`config.mk`:
```
export PLATFORM = sky130hd
export DESIGN_NAME = rvx_muldiv
export DESIGN_NICKNAME = d
export VERILOG_FILES = /design/src/rvx_pkg.sv /design/src/rvx_muldiv.sv
export SDC_FILE = /design/constraint.sdc
export NUM_CORES = 1
export LEC_CHECK = 0
export BUFFER_PORTS_ARGS = -buffer_cell sky130_fd_sc_hd__buf_2
export CORE_ASPECT_RATIO = 2
export CORE_MARGIN = 2
export CORE_UTILIZATION = 55
export CTS_BUF_LIST = sky130_fd_sc_hd__clkbuf_4 sky130_fd_sc_hd__clkbuf_8
export DETAILED_ROUTE_END_ITERATION = 16
export HOLD_SLACK_MARGIN = 0.1
export PLACE_DENSITY = 0.76
export SYNTH_ARGS = -nofsm -noshare
export SYNTH_HDL_FRONTEND = slang
export SYNTH_SLANG_ARGS = --single-unit
```
`constraint.sdc`:
```
create_clock -name i_clk -period 4.4 [get_ports i_clk]
set_clock_uncertainty 0.05 [all_clocks]
set_input_delay 0.88 -clock i_clk [delete_from_list [all_inputs] [get_ports i_clk]]
set_output_delay 0.88 -clock i_clk [all_outputs]
set_load 0.03 [all_outputs]
```
`src/rvx_pkg.sv`:
```
`timescale 1ns / 1ps
package rvx_pkg;

    localparam logic [6:0] OP_REG    = 7'h33;
    localparam logic [6:0] OP_IMM    = 7'h13;
    localparam logic [6:0] OP_SYSTEM = 7'h73;
    localparam logic [6:0] OP_BRANCH = 7'h63;
    localparam logic [6:0] OP_JAL    = 7'h6F;
    localparam logic [6:0] OP_STORE  = 7'h23;
    localparam logic [6:0] OP_LOAD   = 7'h03;
    localparam logic [6:0] OP_LUI    = 7'h37;

    localparam logic [6:0] F7_BASE = 7'h00;
    localparam logic [6:0] F7_MULDIV = 7'h01;
    localparam logic [6:0] F7_ALT = 7'h20;

    localparam logic [2:0] F3_ADD  = 3'd0;
    localparam logic [2:0] F3_SLL  = 3'd1;
    localparam logic [2:0] F3_SLT  = 3'd2;
    localparam logic [2:0] F3_XOR  = 3'd4;
    localparam logic [2:0] F3_SR   = 3'd5;
    localparam logic [2:0] F3_OR   = 3'd6;
    localparam logic [2:0] F3_AND  = 3'd7;
    localparam logic [2:0] F3_MUL  = 3'd0;
    localparam logic [2:0] F3_MULH = 3'd1;
    localparam logic [2:0] F3_DIV  = 3'd4;
    localparam logic [2:0] F3_REM  = 3'd6;
    localparam logic [2:0] F3_B    = 3'd0;
    localparam logic [2:0] F3_H    = 3'd1;
    localparam logic [2:0] F3_W    = 3'd2;
    localparam logic [2:0] F3_BU   = 3'd4;
    localparam logic [2:0] F3_HU   = 3'd5;
    localparam logic [2:0] F3_BEQ  = 3'd0;
    localparam logic [2:0] F3_BNE  = 3'd1;

    localparam logic [31:0] CALL_INT  = 32'd1;
    localparam logic [31:0] CALL_STR  = 32'd4;
    localparam logic [31:0] CALL_EXIT = 32'd10;
    localparam logic [31:0] CALL_CHAR = 32'd11;

    localparam logic [4:0] REG_A0 = 5'd10;
    localparam logic [4:0] REG_A1 = 5'd11;

    localparam logic [1:0] ST_RUN     = 2'd0;
    localparam logic [1:0] ST_EXIT    = 2'd1;
    localparam logic [1:0] ST_ILLEGAL = 2'd2;
    localparam logic [1:0] ST_BADCALL = 2'd3;

    localparam logic [1:0] CON_NONE = 2'd0;
    localparam logic [1:0] CON_INT  = 2'd1;
    localparam logic [1:0] CON_CHAR = 2'd2;
    localparam logic [1:0] CON_STR  = 2'd3;

    typedef enum logic [3:0] {
        S_CLEAR,
        S_IDLE,
        S_EXEC,
        S_MDWAIT,
        S_AWAIT,
        S_LDADR,
        S_LDCAP,
        S_STORE,
        S_FINISH
    } t_state;

    typedef enum logic [1:0] {
        CLS_DONE,
        CLS_MD,
        CLS_LOAD,
        CLS_STORE
    } t_cls;

    typedef enum logic [1:0] {
        MD_MUL,
        MD_MULH,
        MD_DIV,
        MD_REM
    } t_mdop;

    typedef struct packed {
        logic        start;
        logic        is_div;
        logic [31:0] a;
        logic [31:0] b;
    } t_md_req;

    typedef struct packed {
        logic        busy;
        logic        done;
        logic [31:0] hi;
        logic [31:0] lo;
    } t_md_rsp;

endpackage

```
`src/rvx_muldiv.sv`:
```
`timescale 1ns / 1ps
module rvx_muldiv
    import rvx_pkg::*;
(
    input  logic    i_clk,
    input  logic    i_rst_n,
    input  t_md_req i_req,
    output t_md_rsp o_rsp
);

    logic        r_busy;
    logic        r_done;
    logic [4:0]  r_cnt;
    logic        r_is_div;
    logic [31:0] r_hi;
    logic [31:0] r_lo;
    logic [31:0] r_b;

    logic [32:0] sum;
    logic [32:0] shifted;
    logic [33:0] diff;

    // shift-add for multiply, restoring subtract for divide
    always_comb begin
        sum     = {1'b0, r_hi} + (r_lo[0] ? {1'b0, r_b} : 33'd0);
        shifted = {r_hi, r_lo[31]};
        diff    = {1'b0, shifted} - {2'b00, r_b};
    end

    always_ff @(posedge i_clk) begin
        if (!i_rst_n) begin
            r_busy <= 1'b0;
            r_done <= 1'b0;
            r_cnt  <= '0;
        end else begin
            r_done <= 1'b0;
            if (i_req.start) begin
                r_busy <= 1'b1;
                r_cnt  <= '0;
            end else if (r_busy) begin
                r_cnt <= r_cnt + 5'd1;
                if (r_cnt == 5'd31) begin
                    r_busy <= 1'b0;
                    r_done <= 1'b1;
                end
            end
        end
    end

    always_ff @(posedge i_clk) begin
        if (i_req.start) begin
            r_hi     <= '0;
            r_lo     <= i_req.a;
            r_b      <= i_req.b;
            r_is_div <= i_req.is_div;
        end else if (r_busy) begin
            if (r_is_div) begin
                if (!diff[33]) begin
                    r_hi <= diff[31:0];
                    r_lo <= {r_lo[30:0], 1'b1};
                end else begin
                    r_hi <= shifted[31:0];
                    r_lo <= {r_lo[30:0], 1'b0};
                end
            end else begin
                r_hi <= sum[32:1];
                r_lo <= {sum[0], r_lo[31:1]};
            end
        end
    end

    assign o_rsp.busy = r_busy;
    assign o_rsp.done = r_done;
    assign o_rsp.hi   = r_hi;
    assign o_rsp.lo   = r_lo;

endmodule

```
==> results of run 1 <==
-- final timing paths --
path | start | endpoint | slack [ps]
setup reg to reg | r_lo[0] | r_hi[27] | 860
setup / recovery | r_lo[0] | r_hi[27] | 860
hold reg to reg | r_cnt[3] | r_cnt[3] | 480
hold / removal | r_cnt[3] | r_cnt[3] | 480
-- cell usage after synthesis, types with 5 or more instances --
cell type / instances / area, µm²
inv_1: 46 / 173
o211ai_1: 12 / 90.1
and2_1: 39 / 244
o21bai_1: 7 / 52.6
xnor2_1: 26 / 228
o31ai_1: 6 / 45.0
xor2_1: 21 / 184
a21o_1: 25 / 188
buf_4: 5 / 37.5
a211oi_1: 18 / 135
nor2b_1: 7 / 43.8
nand2_1: 104 / 390
o21a_1: 11 / 82.6
a21oi_1: 82 / 410
mux2i_1: 42 / 420
nand2b_1: 9 / 56.3
a32oi_1: 5 / 43.8
nor4_1: 6 / 37.5
edfxtp_1: 65 / 1950
nor3_1: 24 / 120
a31oi_1: 11 / 68.8
mux2_2: 9 / 101
ha_1: 66 / 826
clkbuf_1: 32 / 120
o21ai_1: 5 / 25.0
buf_2: 7 / 35.0
and3_1: 14 / 87.6
dfxtp_1: 39 / 781
nor2_1: 71 / 267
o21ai_0: 77 / 385
mux2_1: 6 / 67.6
nand3_1: 16 / 80.1
nand4_1: 9 / 56.3
-- flip-flops by register name, summed over array words and instances, names as in the netlist --
signal and flops:
r_is_div 1, r_busy 1, r_lo 32, r_hi 32, r_done 1, r_cnt 5
r_b 32
-- through the flow --
| stage | worst slack, ps | instances | utilization [%] | area (µm²) |
|---|---|---|---|---|
| finish | 863 | 1306 | 62.5 | 9510 |
| global route | 648 | 1306 | 62.5 | 9510 |
| CTS | 956 | 1306 | 62.5 | 9510 |
| detailed placement | 964 | 1290 | 61.1 | 9290 |
| global placement | 1020 | 1290 | 61.1 | 9290 |
| floorplan | 1060 | 996 | - | 8510 |
-- metal layers --
| metal | vias to the layer above | part of all wire, % |
|---|---|---|
| met3 | 148 | 5.1 |
| met2 | 364 | 54 |
| li1 | 3884 | - |
| met1 | 3898 | 32 |
| met4 | 0 | 9.5 |
| met5 | - | 0 |
-- layout make-up --
type                            instances  area [µm²]  share of cell area [%]
Clock inverter                          7        98.8                    1.04
Sequential cell                       104        2730                    28.7
Tap cell                              198         248                    2.60
Inverter                               47         176                    1.85
Timing Repair Buffer                  145         758                    7.97
Clock buffer                            9         124                    1.30
Multi-Input combinational cell        796        5380                    56.5
-- tightest hold or removal path: stages, from the launching register on --
cell and delay (ps):
dfxtp_1 360, xor2_1 70, nor2_1 70
-- kinds of logic (layout without fill, tap and decap cells) --
kind of cell,Yosys count,count (layout),share of synthesized area (%)
and+or+nand+nor,314,314,17.8
AOI/OAI and AO/OA,310,310,23.5
DFF,104,104,32.1
buffers and inverters,96,208,4.75
adders and majority gates,68,68,10.2
muxes,57,57,6.92
xor gates and xnor gates,47,47,4.84
-- power groups by stage --
stage | registers, W | logic [W] | clock network [W]
after floorplan | 0.00133 | 0.000689 | 0
after global placement | 0.00126 | 0.00109 | 0
after detailed placement | 0.00125 | 0.00110 | 0
after CTS | 0.00123 | 0.00110 | 0.000699
after global routing | 0.00125 | 0.00121 | 0.000729
final | 0.00124 | 0.00111 | 0.000700
==> impl_metrics.env, run 1 <==
export IMPL_cts_resized=0
export IMPL_worst_path_buf_inv=0
export IMPL_avgSynthCellArea_um2=8.55
export IMPL_finalWirelength_um=28000
export IMPL_holdWs_ps=482
export IMPL_finalSetupViolations=0
export IMPL_synth_edf_count=65
export IMPL_synth_seq_area_share_pct=32.1
export IMPL_grt_overflow=0
export IMPL_route_detailed_drc=0
export IMPL_vias=8294
export IMPL_ys_types=78
export IMPL_clk_latency_ps=420
export IMPL_grt_use_met2_pct=62.1
export IMPL_hold_viol_final=0
export IMPL_numCtsBuffers=9
export IMPL_slew_viol_final=0
export IMPL_path_max_fanout=7
export IMPL_fmax_ghz=0.283
export IMPL_finalCriticalPeriod_ps=3540
export IMPL_die_w_um=92.0
export IMPL_total_power_w=0.00305
export IMPL_diodes=0
export IMPL_core_area_mm2=0.0152
export IMPL_track_usage_pct=33.8
export IMPL_synthCells=996
export IMPL_max_cap_violations=0
export IMPL_final_nets=1239
export IMPL_first_global_vias=8358
export IMPL_max_stage_delay_ps=490
export IMPL_fill_cells=1427
export IMPL_die_area_mm2=0.0165
export IMPL_layout_commonest_cell="buf_2"
export IMPL_worstMarginPinSlew_ps=1010
export IMPL_endpoint_kind="flop"
export IMPL_critPathLaunchType="flop"
export IMPL_final_cell_mix="132 x buf_2, 104 x nand2_1, 82 x a21oi_1"
export IMPL_ys_warn_count=0
export IMPL_htreeDepth=3
export IMPL_internal_power_w=0.00183
export IMPL_post_cts_buffers=0
export IMPL_hold_class="reg2reg"
export IMPL_pwr_share_comb_pct=36.5
export IMPL_clk_path_buf_depth=2
export IMPL_final_antenna_net_count=0
export IMPL_cp_data_required_time_ps=4680
export IMPL_crit_cells=11
export IMPL_cts_tree="done"
export IMPL_r2r_cells=11
export IMPL_boundaryPins=134
export IMPL_grt_busiest_layer="met2"
export IMPL_p_sw_w=0.00123
export IMPL_grt_max_degree=91
export IMPL_cts_sinks=104
export IMPL_whs_path_depth=2
export IMPL_cpLargestDelayFamily="compound AO/OA/AOI/OAI gates"
export IMPL_seqPwrFrac_pct=40.5
export IMPL_grt_pass1_wl_um=43000
export IMPL_root_buffer="clkbuf_8"
export IMPL_gp_congestion=0.976
export IMPL_dr_pass1_iters=8
export IMPL_finalCritPeriodShare_pct=80.4
export IMPL_viasPerCell=6.35
export IMPL_arrival_ps=3820
export IMPL_drtIter0Drc=427
export IMPL_dp_hpwl_um=21600
export IMPL_layout_drive_gt1_share_pct=16.1
export IMPL_die_h_um=180
export IMPL_syn_nets=1132
export IMPL_fin_tns_setup_ps=0
export IMPL_wl_per_cell_um=21.4
export IMPL_max_slew_margin_rel_pct=32.4
export IMPL_initial_core_util_pct=56.0
export IMPL_use_met3_pct=6.04
export IMPL_p_clk_share_pct=22.9
export IMPL_p_leak_nw=4.43
export IMPL_status="finished clean"
export IMPL_hold_buffers=0
export IMPL_crit_chain="and2_1 -> ha_1 -> fa_1 -> a211oi_1 -> o21ai_1 -> o211ai_1 -> a21o_1 -> a21oi_1 -> or3_1 -> a32oi_1 -> a21bo_1"
export IMPL_antenna_found_initial=0
export IMPL_crit_type="reg2reg"
export IMPL_syn2layout_area_growth_pct=11.8
export IMPL_powerDensity_mw_per_mm2=321
export IMPL_netlist_area_mm2=0.00851
export IMPL_ys_flop_type="edfxtp_1"
export IMPL_rows=64
export IMPL_p_sw_share_pct=40.2
export IMPL_synth_async_reset_ratio_pct=0
export IMPL_synth_seq_cells=104
export IMPL_worst_path_max_delay_cell="edfxtp_1"
export IMPL_rsz0062_at_grt="false"
export IMPL_clkTransAtPathRegs_ps=130
export IMPL_grt_util_met1_pct=30.2
export IMPL_peakVddDrop_mv=0.243
export IMPL_io_buffers=133
(Power assumes the default switching activity.)
==> run 2, diff against run 1 <==
- CORE_UTILIZATION: 55 -> 54
- PLACE_DENSITY: 0.76 -> 0.78
- clock period: 4.4 -> 3.1 ns (I/O delays scaled with it)
==> run 2 against run 1 <==
Cell count increased by 7.7%. First-iteration DRC count is 70% higher. Via count is 2.9% higher. Power is 49% higher. Critical path type unchanged. Critical endpoint unchanged. Highest routed layer unchanged.
==> impl_metrics.env, run 2 (synthesized netlist as in run 1, its figures left out) <==
export IMPL_critPathLaunch="r_lo[0]"
export IMPL_grt_pass1_wl_um=40800
export IMPL_rsz0062_at_grt="true"
export IMPL_rr_startpoint="r_lo[0]"
export IMPL_final_antenna_net_count=0
export IMPL_cp_data_required_time_ps=3350
export IMPL_viasPerCell=6.07
export IMPL_timing_rr_end="r_hi[27]"
export IMPL_final_nets=1336
export IMPL_finalCritPeriodShare_pct=99.2
export IMPL_wirelength_met1_um=10600
export IMPL_hold_buffers=0
export IMPL_antenna_found_initial=0
export IMPL_dr_wl_met2_um=13000
export IMPL_root_buffer="clkbuf_8"
export IMPL_first_global_vias=8425
export IMPL_route_detailed_drc=0
export IMPL_drtIter0Drc=727
export IMPL_finalNonFillerCells=1406
export IMPL_placed_cell_area_mm2=0.00999
export IMPL_grt_overflow=0
export IMPL_hold_viol_final=0
export IMPL_layout_commonest_cell="buf_2"
export IMPL_finalCriticalPeriod_ps=3080
export IMPL_max_slew_margin_rel_pct=37.8
export IMPL_clk_latency_ps=400
export IMPL_htreeDepth=3
export IMPL_gp_congestion=0.926
export IMPL_grt_max_degree=68
export IMPL_wl_met3_um=1570
export IMPL_max_stage_delay_ps=460
export IMPL_fin_tns_setup_ps=0
export IMPL_crit_chain="and2_1 -> ha_2 -> fa_2 -> a211oi_2 -> o21ai_2 -> o211ai_1 -> buf_4 -> a21o_1 -> a21oi_2 -> or3_1 -> a32oi_1 -> a21bo_1"
export IMPL_worst_path_max_delay_cell="edfxtp_1"
export IMPL_cts_tree="done"
export IMPL_boundaryPins=134
export IMPL_crit_end="r_hi[27]"
export IMPL_dr_pass1_iters=5
export IMPL_top_layer_used="met4"
export IMPL_vias=8535
export IMPL_core_area_mm2=0.0156
export IMPL_numCtsBuffers=9
export IMPL_status="finished clean"
export IMPL_r2r_cells=12
export IMPL_worst_path_buf_inv=1
export IMPL_critPathLaunchType="flop"
export IMPL_fmax_ghz=0.325
export IMPL_path_max_fanout=5
export IMPL_die_h_um=182
export IMPL_final_cell_mix="132 x buf_2, 104 x nand2_1, 102 x buf_4"
export IMPL_die_area_mm2=0.0168
export IMPL_r2r_slack_ps=20
export IMPL_rows=65
export IMPL_cpLargestDelayFamily="compound AO/OA/AOI/OAI gates"
export IMPL_fill_cells=1277
export IMPL_powerDensity_mw_per_mm2=430
export IMPL_crit_cells=12
export IMPL_io_buffers=133
export IMPL_reg_top3="r_b (32), r_hi (32), r_lo (32)"
export IMPL_finalWirelength_um=26200
export IMPL_dp_hpwl_um=19500
export IMPL_slew_viol_final=0
export IMPL_layout_drive_gt1_share_pct=26.8
export IMPL_fin_area_mm2=0.0106
export IMPL_cts_sinks=104
export IMPL_die_w_um=92.8
export IMPL_finalSetupViolations=0
export IMPL_diodes=0
export IMPL_max_cap_violations=0
export IMPL_syn2layout_area_growth_pct=24.3
export IMPL_worstMarginPinSlew_ps=933
export IMPL_regArea_mm2=0.00273
export IMPL_clk_path_buf_depth=2
export IMPL_wl_per_cell_um=18.6
export IMPL_crit_type="reg2reg"
export IMPL_arrival_ps=3330
export IMPL_initial_core_util_pct=54.5
export IMPL_clkTransAtPathRegs_ps=110
export IMPL_multi_input_area_mm2=0.00563
export IMPL_endpoint_kind="flop"
export IMPL_hold_class="in2reg"
export IMPL_p_leak_nw=4.97
export IMPL_dp_cells=1379
export IMPL_peakVddDrop_mv=0.379
export IMPL_track_usage_pct=30.1
export IMPL_total_power_w=0.00455
==> run 2: cell types whose count changed in the layout (fill, tap and decap cells not counted), sizes merged <==
cell      change
buf          +95
clkinvlp      -1
clkbuf        +3
clkinv        -1
bufinv        +1
==> run 2: metal layers <==
| layer | track usage [%] | vias up |
|---|---|---|
| met5 | 0 | - |
| met4 | 13.7 | 0 |
| met3 | 4.19 | 72 |
| met2 | 51.5 | 368 |
| met1 | 37.1 | 4024 |
| li1 | - | 4071 |
==> run 2: final cells by class <==
cell class | instances | area share, %
multi-input combinational | 796 | 53.3
tap | 201 | 2.38
clock buffer | 10 | 1.24
timing repair buffer | 242 | 14.8
inverter | 47 | 1.67
clock inverter | 6 | 0.863
sequential | 104 | 25.8
==> run 2: worst register-to-register path, cell delays in order (launching register included) <==
cell	delay [ps]
edfxtp_1	460
and2_1	180
ha_2	200
fa_2	390
a211oi_2	220
o21ai_2	90
o211ai_1	190
buf_4	170
a21o_1	210
a21oi_2	90
or3_1	320
a32oi_1	200
a21bo_1	220
==> run 2: worst min-delay path by stage <==
stage                         start       end  slack, ps  cells past startpoint
after floorplan            r_cnt[4]  r_cnt[4]        420                      2
after detailed placement   r_cnt[4]  r_cnt[4]        460                      2
after global routing      i_req[29]   r_b[29]        330                      1
after CTS                 i_req[27]   r_b[27]        330                      1
final                     i_req[27]   r_b[27]        340                      1
after global placement     r_cnt[4]  r_cnt[4]        430                      2
==> run 2: where the power goes <==
group          switching (W)  total (W)  internal [W]
registers          0.0000925    0.00170       0.00161
logic                0.00109    0.00186      0.000769
clock network       0.000515   0.000986      0.000470
total                0.00170    0.00455       0.00285
==> run 2: per-stage QoR <==
step           worst slack, ps  utilization [%]  hold slack, ps
2_1_floorplan            -61.8                -             417
3_3_place_gp             -49.4             64.0             435
3_5_place_dp              -124             64.0             461
4_1_cts                   3.95             65.7             327
5_1_grt                  -94.9             67.7             332
6_report                  24.4             67.7             336
==> run 2: timing repair <==
action	in CTS	in global routing
pin swaps	3	13
buffers inserted	1	8
setup endpoints to repair	3	28
gates resized for setup	6	51
gates cloned	0	2
